<file path="config.mk">
export PLATFORM = sky130hd
export DESIGN_NAME = nec_ir_edge_capture_decoder
export DESIGN_NICKNAME = d
export VERILOG_FILES = /design/src/rtl/core/nir_pkg.sv /design/src/rtl/core/nec_ir_edge_capture_decoder.sv /design/src/rtl/core/nir_ram.sv /design/src/rtl/core/nir_datapath.sv /design/src/rtl/core/nir_ctrl.sv
export VERILOG_INCLUDE_DIRS = /design/src /design/src/rtl/core
export SDC_FILE = /design/constraint.sdc
export NUM_CORES = 2
export LEC_CHECK = 0
export BUFFER_PORTS_ARGS = -buffer_cell sky130_fd_sc_hd__buf_2
export CAP_MARGIN = 20
export CORE_MARGIN = 2
export CORE_UTILIZATION = 38
export CTS_CLUSTER_SIZE = 8
export DETAILED_ROUTE_END_ITERATION = 10
export PLACE_DENSITY = 0.63
export SYNTH_ARGS = -nofsm -noshare
export SYNTH_HDL_FRONTEND = slang
export SYNTH_SLANG_ARGS = --single-unit
</file>
<file path="constraint.sdc">
create_clock -name clk -period 18.6 [get_ports clk]
set_clock_uncertainty 0.1 [all_clocks]
set_input_delay 1.86 -clock clk [delete_from_list [all_inputs] [get_ports clk]]
set_output_delay 1.86 -clock clk [all_outputs]
set_load 0.005 [all_outputs]
</file>
<file path="src/rtl/core/nec_ir_edge_capture_decoder_defines.svh">
// Assertion macros shared by the NEC IR edge-capture decoder RTL.
// Included by modules that carry concurrent assertions; no other dependencies.
`ifndef NEC_IR_EDGE_CAPTURE_DECODER_DEFINES_SVH
`define NEC_IR_EDGE_CAPTURE_DECODER_DEFINES_SVH
// Assert that prop holds at every rising clock edge outside reset.
`define NIR_ASSERT(label, clk, rst_n, prop, msg) \
  label: assert property (@(posedge clk) disable iff (!rst_n) (prop)) else $error(msg);
// Assert that ante implies cons in the following cycle.
`define NIR_ASSERT_NEXT(label, clk, rst_n, ante, cons, msg) \
  label: assert property (@(posedge clk) disable iff (!rst_n) (ante) |=> (cons)) else $error(msg);
`endif

</file>
<file path="src/rtl/core/nir_pkg.sv">
// Package for the NEC IR edge-capture decoder: constants, types, command codes.
// No dependencies.
`default_nettype none
package nir_pkg;
  localparam int EdgeDepthDef = 90;
  localparam logic [19:0] GapResetUs = 20'd12000;
  localparam logic [1:0] ST_NONE = 2'd0;
  localparam logic [1:0] ST_OK   = 2'd1;
  localparam logic [1:0] ST_OVF  = 2'd2;
  localparam logic [1:0] ST_FAIL = 2'd3;
  localparam logic [1:0] CFG_ENABLE = 2'd0;
  localparam logic [1:0] CFG_GAP    = 2'd1;
  localparam logic [1:0] CFG_ZONE   = 2'd2;
  localparam logic [15:0] SatMax = 16'hFFFF;

  // datapath commands from the controller
  typedef struct packed {
    logic open_frame;   // start a frame using the input item
    logic open_cap;     // capture flag for the opened frame
    logic store_edge;   // write duration/level at edge_count
    logic set_ovf;      // mark overflow and close
    logic upd_last;     // update last-edge time
    logic close_frame;  // idle close
    logic collect;      // clear frame state after a poll
    logic scan_clear;   // reset scan position to 0
    logic scan_rd;      // issue read at scan address
    logic scan_chk;     // check registered read data
    logic scan_next_s;  // advance to next start position
    logic load_out;     // load result register
    logic [1:0] status;
  } nir_cmd_t;

  typedef struct packed {
    logic edge_seen;
    logic capturing;
    logic frame_ready;
    logic overflowed;
    logic gap_exceeded;  // now - last_edge > frame_gap
    logic full;          // edge_count == depth
    logic s_valid;       // s + 65 < edge_count
    logic pos_done;      // the last of the 66 entries is under check
    logic chk_ok;        // current entry in window
  } nir_sts_t;

  function automatic logic in_win(input logic [15:0] v, input logic [15:0] c,
                                  input logic [15:0] t);
    return (v >= c - t) && (v <= c + t);
  endfunction
endpackage
`default_nettype wire

</file>
<file path="src/rtl/core/nec_ir_edge_capture_decoder.sv">
// NEC IR edge-capture decoder top level: config registers, controller, datapath.
// Depends on nir_pkg, nir_ctrl, nir_datapath.
//
// Edge items are taken at one item per cycle while no poll is in progress and no
// result is waiting on the output. A poll that finds no frame or an overflowed
// frame passes through the S_OUT state before its result is raised. A poll that
// decodes walks start positions through the one read port of the capture store:
// an S_POS step per position plus an S_RD and an S_CHK step per entry checked,
// and a full match checks all 66 entries of the window, then passes through
// S_OUT. The next item is held until the result transfer is taken.
`default_nettype none
module nec_ir_edge_capture_decoder #(
  parameter int EDGE_DEPTH = nir_pkg::EdgeDepthDef
) (
  input  wire logic        clk,
  input  wire logic        rst_n,
  input  wire logic        in_tvalid,
  output logic             in_tready,
  input  wire logic [39:0] in_tdata,   // [31:0] time_us, [32] level_now, rest zero
  input  wire logic        in_tuser,   // cmd
  output logic             out_tvalid,
  input  wire logic        out_tready,
  output logic [71:0]      out_tdata,  // [1:0] status, [33:2] code, [65:34] frame_start_us,
                                       // [68:66] zone, rest zero
  input  wire logic        cfg_valid,
  output logic             cfg_ready,
  input  wire logic [1:0]  cfg_index,
  input  wire logic [31:0] cfg_data
);
  logic        enable_r;
  logic [19:0] gap_r;
  logic [2:0]  zone_r;
  nir_pkg::nir_cmd_t cmd;
  nir_pkg::nir_sts_t sts;
  logic busy, in_fire;
  logic [1:0] status;
  logic [31:0] code, start;

  assign cfg_ready = 1'b1;
  always_ff @(posedge clk) begin
    if (!rst_n) begin
      enable_r <= 1'b1;
      gap_r <= nir_pkg::GapResetUs;
      zone_r <= '0;
    end else if (cfg_valid) begin
      unique case (cfg_index)
        nir_pkg::CFG_ENABLE: enable_r <= cfg_data[0];
        nir_pkg::CFG_GAP:    gap_r <= cfg_data[19:0];
        nir_pkg::CFG_ZONE:   zone_r <= cfg_data[2:0];
        default: ;
      endcase
    end
  end

  assign in_tready = !busy;
  assign in_fire = in_tvalid && in_tready;

  nir_ctrl u_ctrl (
    .clk(clk), .rst_n(rst_n), .in_fire(in_fire), .in_cmd(in_tuser),
    .level_now(in_tdata[32]), .enable(enable_r), .sts(sts), .cmd(cmd),
    .busy(busy), .out_valid_r(out_tvalid), .out_ready(out_tready));

  nir_datapath #(.EDGE_DEPTH(EDGE_DEPTH)) u_dp (
    .clk(clk), .rst_n(rst_n), .cmd(cmd), .sts(sts), .time_us(in_tdata[31:0]),
    .level_now(in_tdata[32]), .idle_gap_us(gap_r), .status_r(status),
    .code_r(code), .start_out_r(start));

  assign out_tdata = {3'd0, zone_r, start, code, status};
endmodule
`default_nettype wire

</file>
<file path="src/rtl/core/nir_ram.sv">
// Generic single-port RAM with registered read.
// No dependencies.
`default_nettype none
module nir_ram #(
  parameter int WIDTH = 17,
  parameter int DEPTH = 90
) (
  input  wire logic                     clk,
  input  wire logic                     we,
  input  wire logic [$clog2(DEPTH)-1:0] addr,
  input  wire logic [WIDTH-1:0]         wdata,
  output logic [WIDTH-1:0]              rdata
);
  logic [WIDTH-1:0] mem [DEPTH];
  always_ff @(posedge clk) begin
    if (we) mem[addr] <= wdata;
    rdata <= mem[addr];
  end
endmodule
`default_nettype wire

</file>
<file path="src/rtl/core/nir_datapath.sv">
// Datapath: frame state, capture store, header/bit scan and result register.
// Depends on nir_pkg and nir_ram.
`default_nettype none
module nir_datapath #(
  parameter int EDGE_DEPTH = nir_pkg::EdgeDepthDef
) (
  input  wire logic              clk,
  input  wire logic              rst_n,
  input  wire nir_pkg::nir_cmd_t cmd,
  output nir_pkg::nir_sts_t      sts,
  input  wire logic [31:0]       time_us,
  input  wire logic              level_now,
  input  wire logic [19:0]       idle_gap_us,
  output logic [1:0]             status_r,
  output logic [31:0]            code_r,
  output logic [31:0]            start_out_r
);
  localparam int AW = $clog2(EDGE_DEPTH);
  localparam int CW = $clog2(EDGE_DEPTH + 1);

  logic        edge_seen_r, capturing_r, ready_r, ovf_r;
  logic [31:0] last_r, start_r;
  logic [CW-1:0] count_r;
  logic [AW-1:0] s_r;     // start position
  logic [6:0]    k_r;     // offset within the 66-entry window
  logic [31:0]   acc_r;
  logic [31:0]   dur;
  logic [15:0]   dur_sat;
  logic [AW-1:0] addr;
  logic          we;
  logic [16:0]   rdata;
  logic [16:0]   wdata;
  logic [6:0]    k_chk_r;

  assign dur = time_us - last_r;
  assign dur_sat = (dur > 32'(nir_pkg::SatMax)) ? nir_pkg::SatMax : dur[15:0];
  assign we = cmd.store_edge;
  assign wdata = {~level_now, dur_sat};
  // read the entry latched in k_chk_r so the data lines up with the check
  assign addr = we ? count_r[AW-1:0] : AW'(s_r + AW'(k_chk_r));

  nir_ram #(.WIDTH(17), .DEPTH(EDGE_DEPTH)) u_ram (
    .clk(clk), .we(we), .addr(addr), .wdata(wdata), .rdata(rdata));

  // check entry at offset k_chk_r
  logic lv;
  logic [15:0] dv;
  logic ok;
  assign lv = rdata[16];
  assign dv = rdata[15:0];
  always_comb begin
    if (k_chk_r == 7'd0)
      ok = !lv && nir_pkg::in_win(dv, 16'd9000, 16'd1800);
    else if (k_chk_r == 7'd1)
      ok = lv && nir_pkg::in_win(dv, 16'd4500, 16'd1200);
    else if (!k_chk_r[0])
      ok = !lv && nir_pkg::in_win(dv, 16'd560, 16'd300);
    else
      ok = lv && (nir_pkg::in_win(dv, 16'd560, 16'd350) ||
                  nir_pkg::in_win(dv, 16'd1690, 16'd650));
  end

  assign sts.edge_seen = edge_seen_r;
  assign sts.capturing = capturing_r;
  assign sts.frame_ready = ready_r;
  assign sts.overflowed = ovf_r;
  assign sts.gap_exceeded = dur > {12'd0, idle_gap_us};
  assign sts.full = count_r == CW'(EDGE_DEPTH);
  assign sts.s_valid = ({1'b0, 7'(s_r)} + 8'd65) < 8'(count_r);
  assign sts.pos_done = k_chk_r == 7'd65;
  assign sts.chk_ok = ok;

  always_ff @(posedge clk) begin
    if (!rst_n) begin
      edge_seen_r <= 1'b0;
      capturing_r <= 1'b0;
      ready_r <= 1'b0;
      ovf_r <= 1'b0;
      last_r <= '0;
      start_r <= '0;
      count_r <= '0;
      s_r <= '0;
      k_r <= '0;
      k_chk_r <= '0;
    end else begin
      if (cmd.open_frame) begin
        capturing_r <= cmd.open_cap;
        ready_r <= 1'b0;
        ovf_r <= 1'b0;
        count_r <= '0;
        start_r <= time_us;
        last_r <= time_us;
        edge_seen_r <= 1'b1;
      end else begin
        if (cmd.store_edge) count_r <= count_r + CW'(1);
        if (cmd.set_ovf) begin
          ovf_r <= 1'b1;
          ready_r <= 1'b1;
          capturing_r <= 1'b0;
        end
        if (cmd.upd_last) last_r <= time_us;
        if (cmd.close_frame) begin
          ready_r <= 1'b1;
          capturing_r <= 1'b0;
        end
        if (cmd.collect) begin
          ready_r <= 1'b0;
          capturing_r <= 1'b0;
          ovf_r <= 1'b0;
          start_r <= '0;
          last_r <= '0;
          edge_seen_r <= 1'b0;
        end
      end
      if (cmd.scan_clear) begin
        s_r <= '0;
        k_r <= '0;
      end else if (cmd.scan_next_s) begin
        s_r <= s_r + AW'(1);
        k_r <= '0;
      end else if (cmd.scan_rd) begin
        k_chk_r <= k_r;
        k_r <= k_r + 7'd1;
      end
      if (cmd.load_out && cmd.collect) count_r <= '0;
    end
  end

  always_ff @(posedge clk) begin
    if (cmd.scan_next_s || cmd.scan_clear) acc_r <= '0;
    else if (cmd.scan_chk && k_chk_r[0] && k_chk_r != 7'd1)
      acc_r <= {acc_r[30:0], dv > 16'd1000};
    if (cmd.load_out) begin
      status_r <= cmd.status;
      // a decode loads on the last bit's check, so take that bit directly
      code_r <= (cmd.status == nir_pkg::ST_OK) ? {acc_r[30:0], dv > 16'd1000} : '0;
      start_out_r <= (cmd.status == nir_pkg::ST_NONE) ? '0 : start_r;
    end
  end
endmodule
`default_nettype wire

</file>
<file path="src/rtl/core/nir_ctrl.sv">
// Controller FSM: edge handling, poll close, scan sequencing, output handshake.
// Depends on nir_pkg and the assertion macro header.
`default_nettype none
`include "nec_ir_edge_capture_decoder_defines.svh"
module nir_ctrl (
  input  wire logic              clk,
  input  wire logic              rst_n,
  input  wire logic              in_fire,
  input  wire logic              in_cmd,
  input  wire logic              level_now,
  input  wire logic              enable,
  input  wire nir_pkg::nir_sts_t sts,
  output nir_pkg::nir_cmd_t      cmd,
  output logic                   busy,
  output logic                   out_valid_r,
  input  wire logic              out_ready
);
  localparam logic [2:0] S_IDLE = 3'd0;
  localparam logic [2:0] S_POS  = 3'd1;
  localparam logic [2:0] S_RD   = 3'd2;
  localparam logic [2:0] S_CHK  = 3'd3;
  localparam logic [2:0] S_OUT  = 3'd4;

  logic [2:0] state_r, state_nxt;
  logic out_valid_nxt;

  always_comb begin
    cmd = '0;
    state_nxt = state_r;
    out_valid_nxt = out_valid_r && !out_ready;
    unique case (state_r)
      S_IDLE: begin
        if (in_fire && !in_cmd && enable) begin
          if (!sts.edge_seen) begin
            cmd.open_frame = 1'b1;
            cmd.open_cap = !level_now;
          end else if (sts.gap_exceeded && !level_now) begin
            cmd.open_frame = 1'b1;
            cmd.open_cap = 1'b1;
          end else begin
            cmd.upd_last = 1'b1;
            if (sts.capturing && !sts.frame_ready) begin
              if (sts.full) cmd.set_ovf = 1'b1;
              else cmd.store_edge = 1'b1;
            end
          end
        end else if (in_fire && in_cmd) begin
          if (!enable) begin
            cmd.load_out = 1'b1;
            cmd.status = nir_pkg::ST_NONE;
            state_nxt = S_OUT;
          end else if (sts.frame_ready || (sts.capturing && sts.edge_seen &&
                                           sts.gap_exceeded)) begin
            if (sts.overflowed && sts.frame_ready) begin
              cmd.load_out = 1'b1;
              cmd.collect = 1'b1;
              cmd.status = nir_pkg::ST_OVF;
              state_nxt = S_OUT;
            end else begin
              cmd.close_frame = 1'b1;
              cmd.scan_clear = 1'b1;
              state_nxt = S_POS;
            end
          end else begin
            cmd.load_out = 1'b1;
            cmd.status = nir_pkg::ST_NONE;
            state_nxt = S_OUT;
          end
        end
      end
      S_POS: begin
        if (!sts.s_valid) begin
          cmd.load_out = 1'b1;
          cmd.collect = 1'b1;
          cmd.status = nir_pkg::ST_FAIL;
          state_nxt = S_OUT;
        end else begin
          cmd.scan_rd = 1'b1;
          state_nxt = S_RD;
        end
      end
      S_RD: state_nxt = S_CHK;
      S_CHK: begin
        cmd.scan_chk = 1'b1;
        if (!sts.chk_ok) begin
          cmd.scan_next_s = 1'b1;
          state_nxt = S_POS;
        end else if (sts.pos_done) begin
          state_nxt = S_OUT;
          cmd.load_out = 1'b1;
          cmd.collect = 1'b1;
          cmd.status = nir_pkg::ST_OK;
        end else begin
          cmd.scan_rd = 1'b1;
          state_nxt = S_RD;
        end
      end
      S_OUT: begin
        if (!out_valid_r || out_ready) state_nxt = S_IDLE;
      end
      default: state_nxt = S_IDLE;
    endcase
    // ST_OK loads in the same cycle as the last shift: code register takes the shifted acc
    if (cmd.load_out) out_valid_nxt = 1'b0;
    if (state_r == S_OUT && state_nxt == S_IDLE) out_valid_nxt = 1'b1;
  end

  assign busy = state_r != S_IDLE || (out_valid_r && !out_ready);

  always_ff @(posedge clk) begin
    if (!rst_n) begin
      state_r <= S_IDLE;
      out_valid_r <= 1'b0;
    end else begin
      state_r <= state_nxt;
      out_valid_r <= out_valid_nxt;
    end
  end

  `NIR_ASSERT(a_no_accept_busy, clk, rst_n, !(in_fire && state_r != S_IDLE), "accept while busy")
  `NIR_ASSERT_NEXT(a_load_goes_out, clk, rst_n, cmd.load_out, state_r == S_OUT, "load without out")
  `NIR_ASSERT(a_one_write, clk, rst_n, !(cmd.store_edge && cmd.set_ovf), "store and overflow")
endmodule
`default_nettype wire

</file>
== After elaboration in Yosys (flattened, before gate mapping) ==
Memories as Yosys holds them, arrays and structs flattened. A register that Yosys moved wholly into a read port is not among the register bits.
Cells that the tools add are included.

* Register bits after elaboration: 221
* RAM bits: 1530
* Input port bits: 80
* Output and inout bits: 75
* Memories kept: 1

* $add $sub $neg: 6
* Magnitude comparators: 14
* Equality and inequality tests: 11
* Muxes and demuxes: 67
* Bitwise operators: 4
* Reductions and logical operators: 53

{| class="wikitable"
|+ Memory list
! name !! words !! bits a word !! read ports !! clocked after memory_dff !! wr ports !! line !! source
|-
| u_dp.u_ram.mem || 90 || 17 || 1 || 1 || 1 || nir_ram.sv:14 || <nowiki>logic [WIDTH-1:0] mem [DEPTH];</nowiki>
|}

{| class="wikitable"
|+ Operator list
! operator !! count
|-
| 32-bit two-way mux || 5
|-
| 3-bit two-way mux || 23
|-
| 32-bit by 16-bit > comparator with 1-bit output (second input constant) || 1
|-
| 32-bit by 20-bit > comparator with 1-bit output || 1
|-
| 16-bit by 10-bit less-or-equal comparator with 1-bit output (second input constant) || 2
|-
| 32-bit subtractor || 1
|-
| 1-bit two-way mux || 27
|-
| 1-bit logical AND || 23
|-
| 7-bit by 1-bit adder with 7-bit output (second input constant) || 3
|-
| 16-bit by 11-bit greater-or-equal comparator with 1-bit output (second input constant) || 1
|-
| 16-bit by 12-bit greater-or-equal comparator with 1-bit output (second input constant) || 1
|-
| 16-bit by 13-bit greater-or-equal comparator with 1-bit output (second input constant) || 1
|-
| 16-bit by 8-bit greater-or-equal comparator with 1-bit output (second input constant) || 1
|-
| 16-bit by 9-bit greater-or-equal comparator with 1-bit output (second input constant) || 1
|-
| 16-bit by 10-bit > comparator with 1-bit output (second input constant) || 1
|-
| 16-bit by 12-bit less-or-equal comparator with 1-bit output (second input constant) || 1
|-
| 16-bit by 13-bit less-or-equal comparator with 1-bit output (second input constant) || 1
|-
| 16-bit by 14-bit less-or-equal comparator with 1-bit output (second input constant) || 1
|-
| 16-bit two-way mux || 1
|-
| 3-bit case mux with 5 select lines || 1
|-
| 7-bit == test (second input constant) || 2
|-
| 3-bit case mux with 3 select lines || 1
|-
| 3-bit OR reduction || 3
|-
| 7-bit by 7-bit adder with 8-bit output (second input constant) || 1
|-
| 27 further kinds || 51
|}

== Logic depth before layout (Yosys ltp) ==
* Depth after elaboration: 13
* Depth in mapped cells: 32
* Gate-level depth less buffers: 27

== By module ==
A second synthesis with hierarchy kept.

* Cells, all modules: 4359
* Area total of the unflattened synthesis: 71772.6 um^2

{| class="wikitable"
|+ Modules (own cells, without submodules)
! module !! times used !! cells an instance !! area an instance (um^2) !! sequential area each (um^2)
|-
| nir_ram || 1 || 2948 || 59432.0 || 46284.4
|-
| nir_datapath || 1 || 1251 || 10856.7 || 4524.3
|-
| nec_ir_edge_capture_decoder || 1 || 113 || 1114.8 || 480.5
|-
| nir_ctrl || 1 || 47 || 369.1 || 80.1
|}

== Least setup slack after synthesis ==
No wires, ideal clock.

* Path type: input-to-reg
* From: input in_tdata[0]
* To: memory u_dp.u_ram.mem[58][0], enable pin
* Library setup time: 0.435 ns
* Arrival: 8.181 ns
* Required time: 18.065 ns
* Slack: 9.884 ns
* Cell stages on the path: 29
* Buffers on the path: 4
* Cells stage by stage: inv_1 ha_1 inv_1 fa_1 a211oi_2 o21ai_2 a21o_1 a21o_1 and2_1 o21ai_0 nand2b_1 xor2_1 ha_1 a21o_1 a21o_1 a21oi_1 nor2_1 o31ai_1 and4b_1 a21oi_2 buf_6 buf_6 nor3_1 or2_1 clkbuf_1 and2_0 clkbuf_1 nand2_1 nor4_1

* Longest elaborated chain between the ends: 9
* Elaborated cells on any way between the ends: 10

{| class="wikitable"
|+ RTL lines
! what !! line !! source
|-
| start, declared || nec_ir_edge_capture_decoder.sv:19 || <nowiki>input wire logic [39:0] in_tdata,</nowiki>
|-
| 32-bit subtractor * || nir_datapath.sv:35 || <nowiki>assign dur = time_us - last_r;</nowiki>
|-
| 32-bit by 20-bit > comparator with 1-bit output * || nir_datapath.sv:67 || <nowiki>assign sts.gap_exceeded = dur > {12'd0, idle_gap_us};</nowiki>
|-
| 1-bit logical AND * || nir_ctrl.sv:37 || <nowiki>end else if (sts.gap_exceeded && !level_now) begin</nowiki>
|-
| 3-bit two-way mux * || nir_ctrl.sv:37 ||
|-
| 3-bit two-way mux * || nir_ctrl.sv:34 || <nowiki>if (!sts.edge_seen) begin</nowiki>
|-
| 5-bit two-way mux * || nir_ctrl.sv:33 || <nowiki>if (in_fire && !in_cmd && enable) begin</nowiki>
|-
| 6-bit two-way mux * || nir_ctrl.sv:31 || <nowiki>unique case (state_r)</nowiki>
|-
| 1-bit two-way mux || nir_ram.sv:16 || <nowiki>if (we) mem[addr] <= wdata;</nowiki>
|-
| 1-bit two-way mux (implied by the code) || nir_ram.sv:16 ||
|-
| end, declared || nir_ram.sv:14 ||
|}

Every way passes the cells marked *; elsewhere a longest branch is shown, timed or not.

== Worst setup path after layout ==
* From: input in_tdata[0]
* To: register u_dp.u_ram.rdata[0], read port of u_dp.u_ram.mem

* Longest elaborated chain between the ends: 8

{| class="wikitable"
|+ RTL lines
! what !! line !! source
|-
| 32-bit subtractor || nir_datapath.sv:35 ||
|-
| 32-bit by 20-bit > comparator with 1-bit output || nir_datapath.sv:67 ||
|-
| 1-bit logical AND || nir_ctrl.sv:37 ||
|-
| 3-bit two-way mux || nir_ctrl.sv:37 ||
|-
| 3-bit two-way mux || nir_ctrl.sv:34 ||
|-
| 5-bit two-way mux || nir_ctrl.sv:33 ||
|-
| 6-bit two-way mux || nir_ctrl.sv:31 ||
|-
| 7-bit two-way mux || nir_datapath.sv:40 || <nowiki>assign addr = we ? count_r[AW-1:0] : AW'(s_r + AW'(k_chk_r));</nowiki>
|-
| end, declared || nir_ram.sv:12 || <nowiki>output logic [WIDTH-1:0] rdata</nowiki>
|}

Every way passes these cells.
A chain may end at the register's enable or synchronous reset.

==> impl_metrics.ini <==
[global_routing]
busiest_layer = met2
use_met1_pct = 29.24
grt_util_met2_pct = 33.75
grt_pass1_wl_mm = 317.5
grt_util_all_layers_pct = 21.39
grt_max_degree = 132
grt_pass1_vias = 47090
grt-ovfl-total = 0
grtUsageMet3_pct = 4.020
grt_antenna_before_repair = 11

[final_layout]
utilization_pct = 44.00
fin_area_mm2 = 0.08589
final_cells = 8137
drive_above_1_share_pct = 12.71
num-fill-cells = 17130
fin_nets = 5540
syn2layout_area_growth_pct = 14.96

[min_path]
hold_path_class = register to register
hold_depth = 2

[sta]
fin_crit_ns = 10.00
maxSlewHeadroom_pct = 16.07
period_share_pct = 53.76
max_freq_ghz = 0.1000
drv_slew = 0
worst_slack_ns = 8.600
tightestPinTransition_ns = 1.259
rsz0062_at_grt = false
hold_slack_ns = 0.3488
hold_viol = 0
tns_ns = 0
setup_viol = 0

[place]
place_hpwl_mm = 125.7
port_buffers = 131
place_worst_setup_slack_ns = 7.863
place_area_mm2 = 0.07880
finalWeightedCongestion = 0.8763
dpl.cell_count = 7759

[synthesis]
synth_xor_area_share_pct = 0.5393
muxShareOfSynthArea_pct = 8.219
synth_compound_area_share_pct = 12.03
synthTopCellsByCount = 1,596 x edfxtp_1, 602 x mux2i_1, 321 x nand2_1, 316 x o22ai_1, 229 x nor2_1
synthSimpleGateAreaFrac_pct = 6.675
synth_top_family_by_area = compound AO/OA/AOI/OAI gates
ys_ff_latch = 1768
yosysSeqAreaShare_pct = 68.76
yosys_warnings = 0
async_reset_ff_share_pct = 0
synthDominantAreaCellType = edfxtp_1
synth_area_mm2 = 0.07471
yosysMostFrequentCell = edfxtp_1
synth_adder_area_share_pct = 1.176
ys_types = 102
dominantRegCellSynth = edfxtp_1
avgSynthCellArea_um2 = 14.38
netlist.area_leader.share_pct = 64.15
synth_edf_count = 1596
yosys-top-cells-area = edfxtp_1 64%, mux2i_1 8.1%, dfxtp_1 4.6%
syn_inst = 5195

[routing]
drc = 0
routedWlPerCell_um = 27.06
detail-route-antenna-nets = 0
vias = 48940
drt_iter0_drc = 6608
routed_wl_mm = 220.2
viasPerCell = 6.014
firstDrtPassIters = 9

[power_and_ir_drop]
p_int_mw = 6.735
p_per_area_mw_per_mm2 = 98.59
p_sw_share_pct = 20.47
seq_power_share_pct = 50.8
p_total_mw = 8.468
power_frac_comb_pct = 2.2
p_leak_nw = 31.81
power_switching_mw = 1.733
clkPwrFrac_pct = 47.0
irDropWorstVdd_uv = 97.25

[worst_setup_path]
cp.arrival_ns = 10.58
startpoint_type = primary input
r2r_cells = 29
crit_top_cell = a21o_1
worst_ep_required_time_ns = 19.18
slowest_delay_ns = 0.86
crit_fanout = 131
crit_type = primary input to register
cpMaxStageDelayCell = nor3_1
r2r_slack_ns = 9.42
end_kind = register

[cts]
root_buffer = clkbuf_16
cts_made_buffers = 240
cts_setup_buffers = 0
ctsHoldBuffers = 0
cts_resized = 0
clockBufferDepth = 3
htree_levels = 4
clock-sinks = 1768
clk_latency_ns = 0.86
clk_pin_slew_worst_paths_ns = 0.05
cts_tree = done

[outcome]
outcome = finished, final reports clean

[job]
drv_cap = 0

[floorplan]
start_util_pct = 38.28
ios = 155
dieArea_mm2 = 0.2002
coreArea_mm2 = 0.1952
rows = 162
die_x_um = 447.4
die_h_um = 447.4
-- path summary, 6_finish.rpt --
path	startpoint	end
max reg2reg	u_dp.last_r[0]	u_dp.u_ram.rdata[0]
min reg2reg	u_dp.acc_r[30]	u_dp.acc_r[30]
min	u_dp.acc_r[30]	u_dp.acc_r[30]
max	in_tdata[0]	u_dp.u_ram.rdata[0]
-- metal layers --
| layer | up-vias | wire length (um) |
|---|---|---|
| li1 | 21190 | - |
| met1 | 24860 | 89970 |
| met2 | 2493 | 101300 |
| met3 | 396 | 20990 |
| met4 | 0 | 7857 |
| met5 | - | 0 |
-- critical path: cells and delay by family --
family | cells | cell delay, ns
muxes | 1 | 0.25
and+or+nand+nor | 6 | 2.23
buffers and inverters | 7 | 2.51
xor gates and xnor gates | 1 | 0.23
AOI/OAI and AO/OA | 13 | 2.35
adders and majority gates | 3 | 0.88
-- layout make-up --
class	instances	area, um2	area share, %
Clock buffer	342	6462	7.524
Antenna cell	6	15.01	0.01748
Timing Repair Buffer	315	2345	2.730
Inverter	73	275.3	0.3205
Multi-Input combinational cell	2993	21860	25.46
Tap cell	2624	3283	3.822
Clock inverter	16	272.8	0.3176
Sequential cell	1768	51370	59.81
-- placed cells by master, fill, tap and decap left out, types with 17 or more instances in the layout --
| master | count |
|---|---|
| buf_4 | 163 |
| nand3_1 | 103 |
| nand4_1 | 25 |
| xnor2_1 | 20 |
| clkbuf_16 | 243 |
| buf_2 | 131 |
| mux2i_1 | 600 |
| o21ai_0 | 90 |
| a21o_1 | 24 |
| nand2_1 | 317 |
| a311oi_1 | 19 |
| a21oi_1 | 183 |
| edfxtp_1 | 1596 |
| o22ai_1 | 315 |
| a221oi_1 | 151 |
| o211ai_1 | 20 |
| a222oi_1 | 128 |
| a31oi_1 | 61 |
| and2_1 | 55 |
| nor2_2 | 17 |
| ha_1 | 67 |
| nor3_1 | 51 |
| or4_1 | 27 |
| inv_1 | 69 |
| xor2_1 | 25 |
| nor4_1 | 32 |
| a211oi_1 | 41 |
| clkbuf_1 | 98 |
| dfxtp_1 | 171 |
| a22oi_1 | 69 |
| nor2b_1 | 41 |
| nor2_1 | 204 |
| and3_1 | 18 |
-- flip-flops by register name, indices dropped and copies added (netlist names), 3 cells and up --
name / flops
u_dp.u_ram.mem: 1530
u_dp.code_r: 32
u_dp.last_r: 32
u_dp.start_out_r: 32
u_dp.start_r: 32
u_dp.acc_r: 31
gap_r: 20
u_dp.u_ram.rdata: 17
u_dp.count_r: 7
u_dp.k_chk_r: 7
u_dp.k_r: 7
u_dp.s_r: 7
u_ctrl.state_r: 3
zone_r: 3
-- cell families after synthesis --
kind of cell               after synthesis
AOI/OAI and AO/OA                     1243
xor gates and xnor gates                46
adders and majority gates               69
buffers and inverters                  436
DFF                                   1768
muxes                                  612
other                                    2
and+or+nand+nor                       1019
-- power groups by stage --
stage / Combinational, mW / Clock, mW / Sequential, mW
floorplan: 0.125 / 0 / 4.38
global placement: 0.187 / 0 / 4.38
detailed placement: 0.188 / 0 / 4.38
CTS: 0.189 / 4.02 / 4.30
global route: 0.210 / 4.19 / 4.30
finish: 0.190 / 3.98 / 4.30
Power figures use the tool's default switching activity.
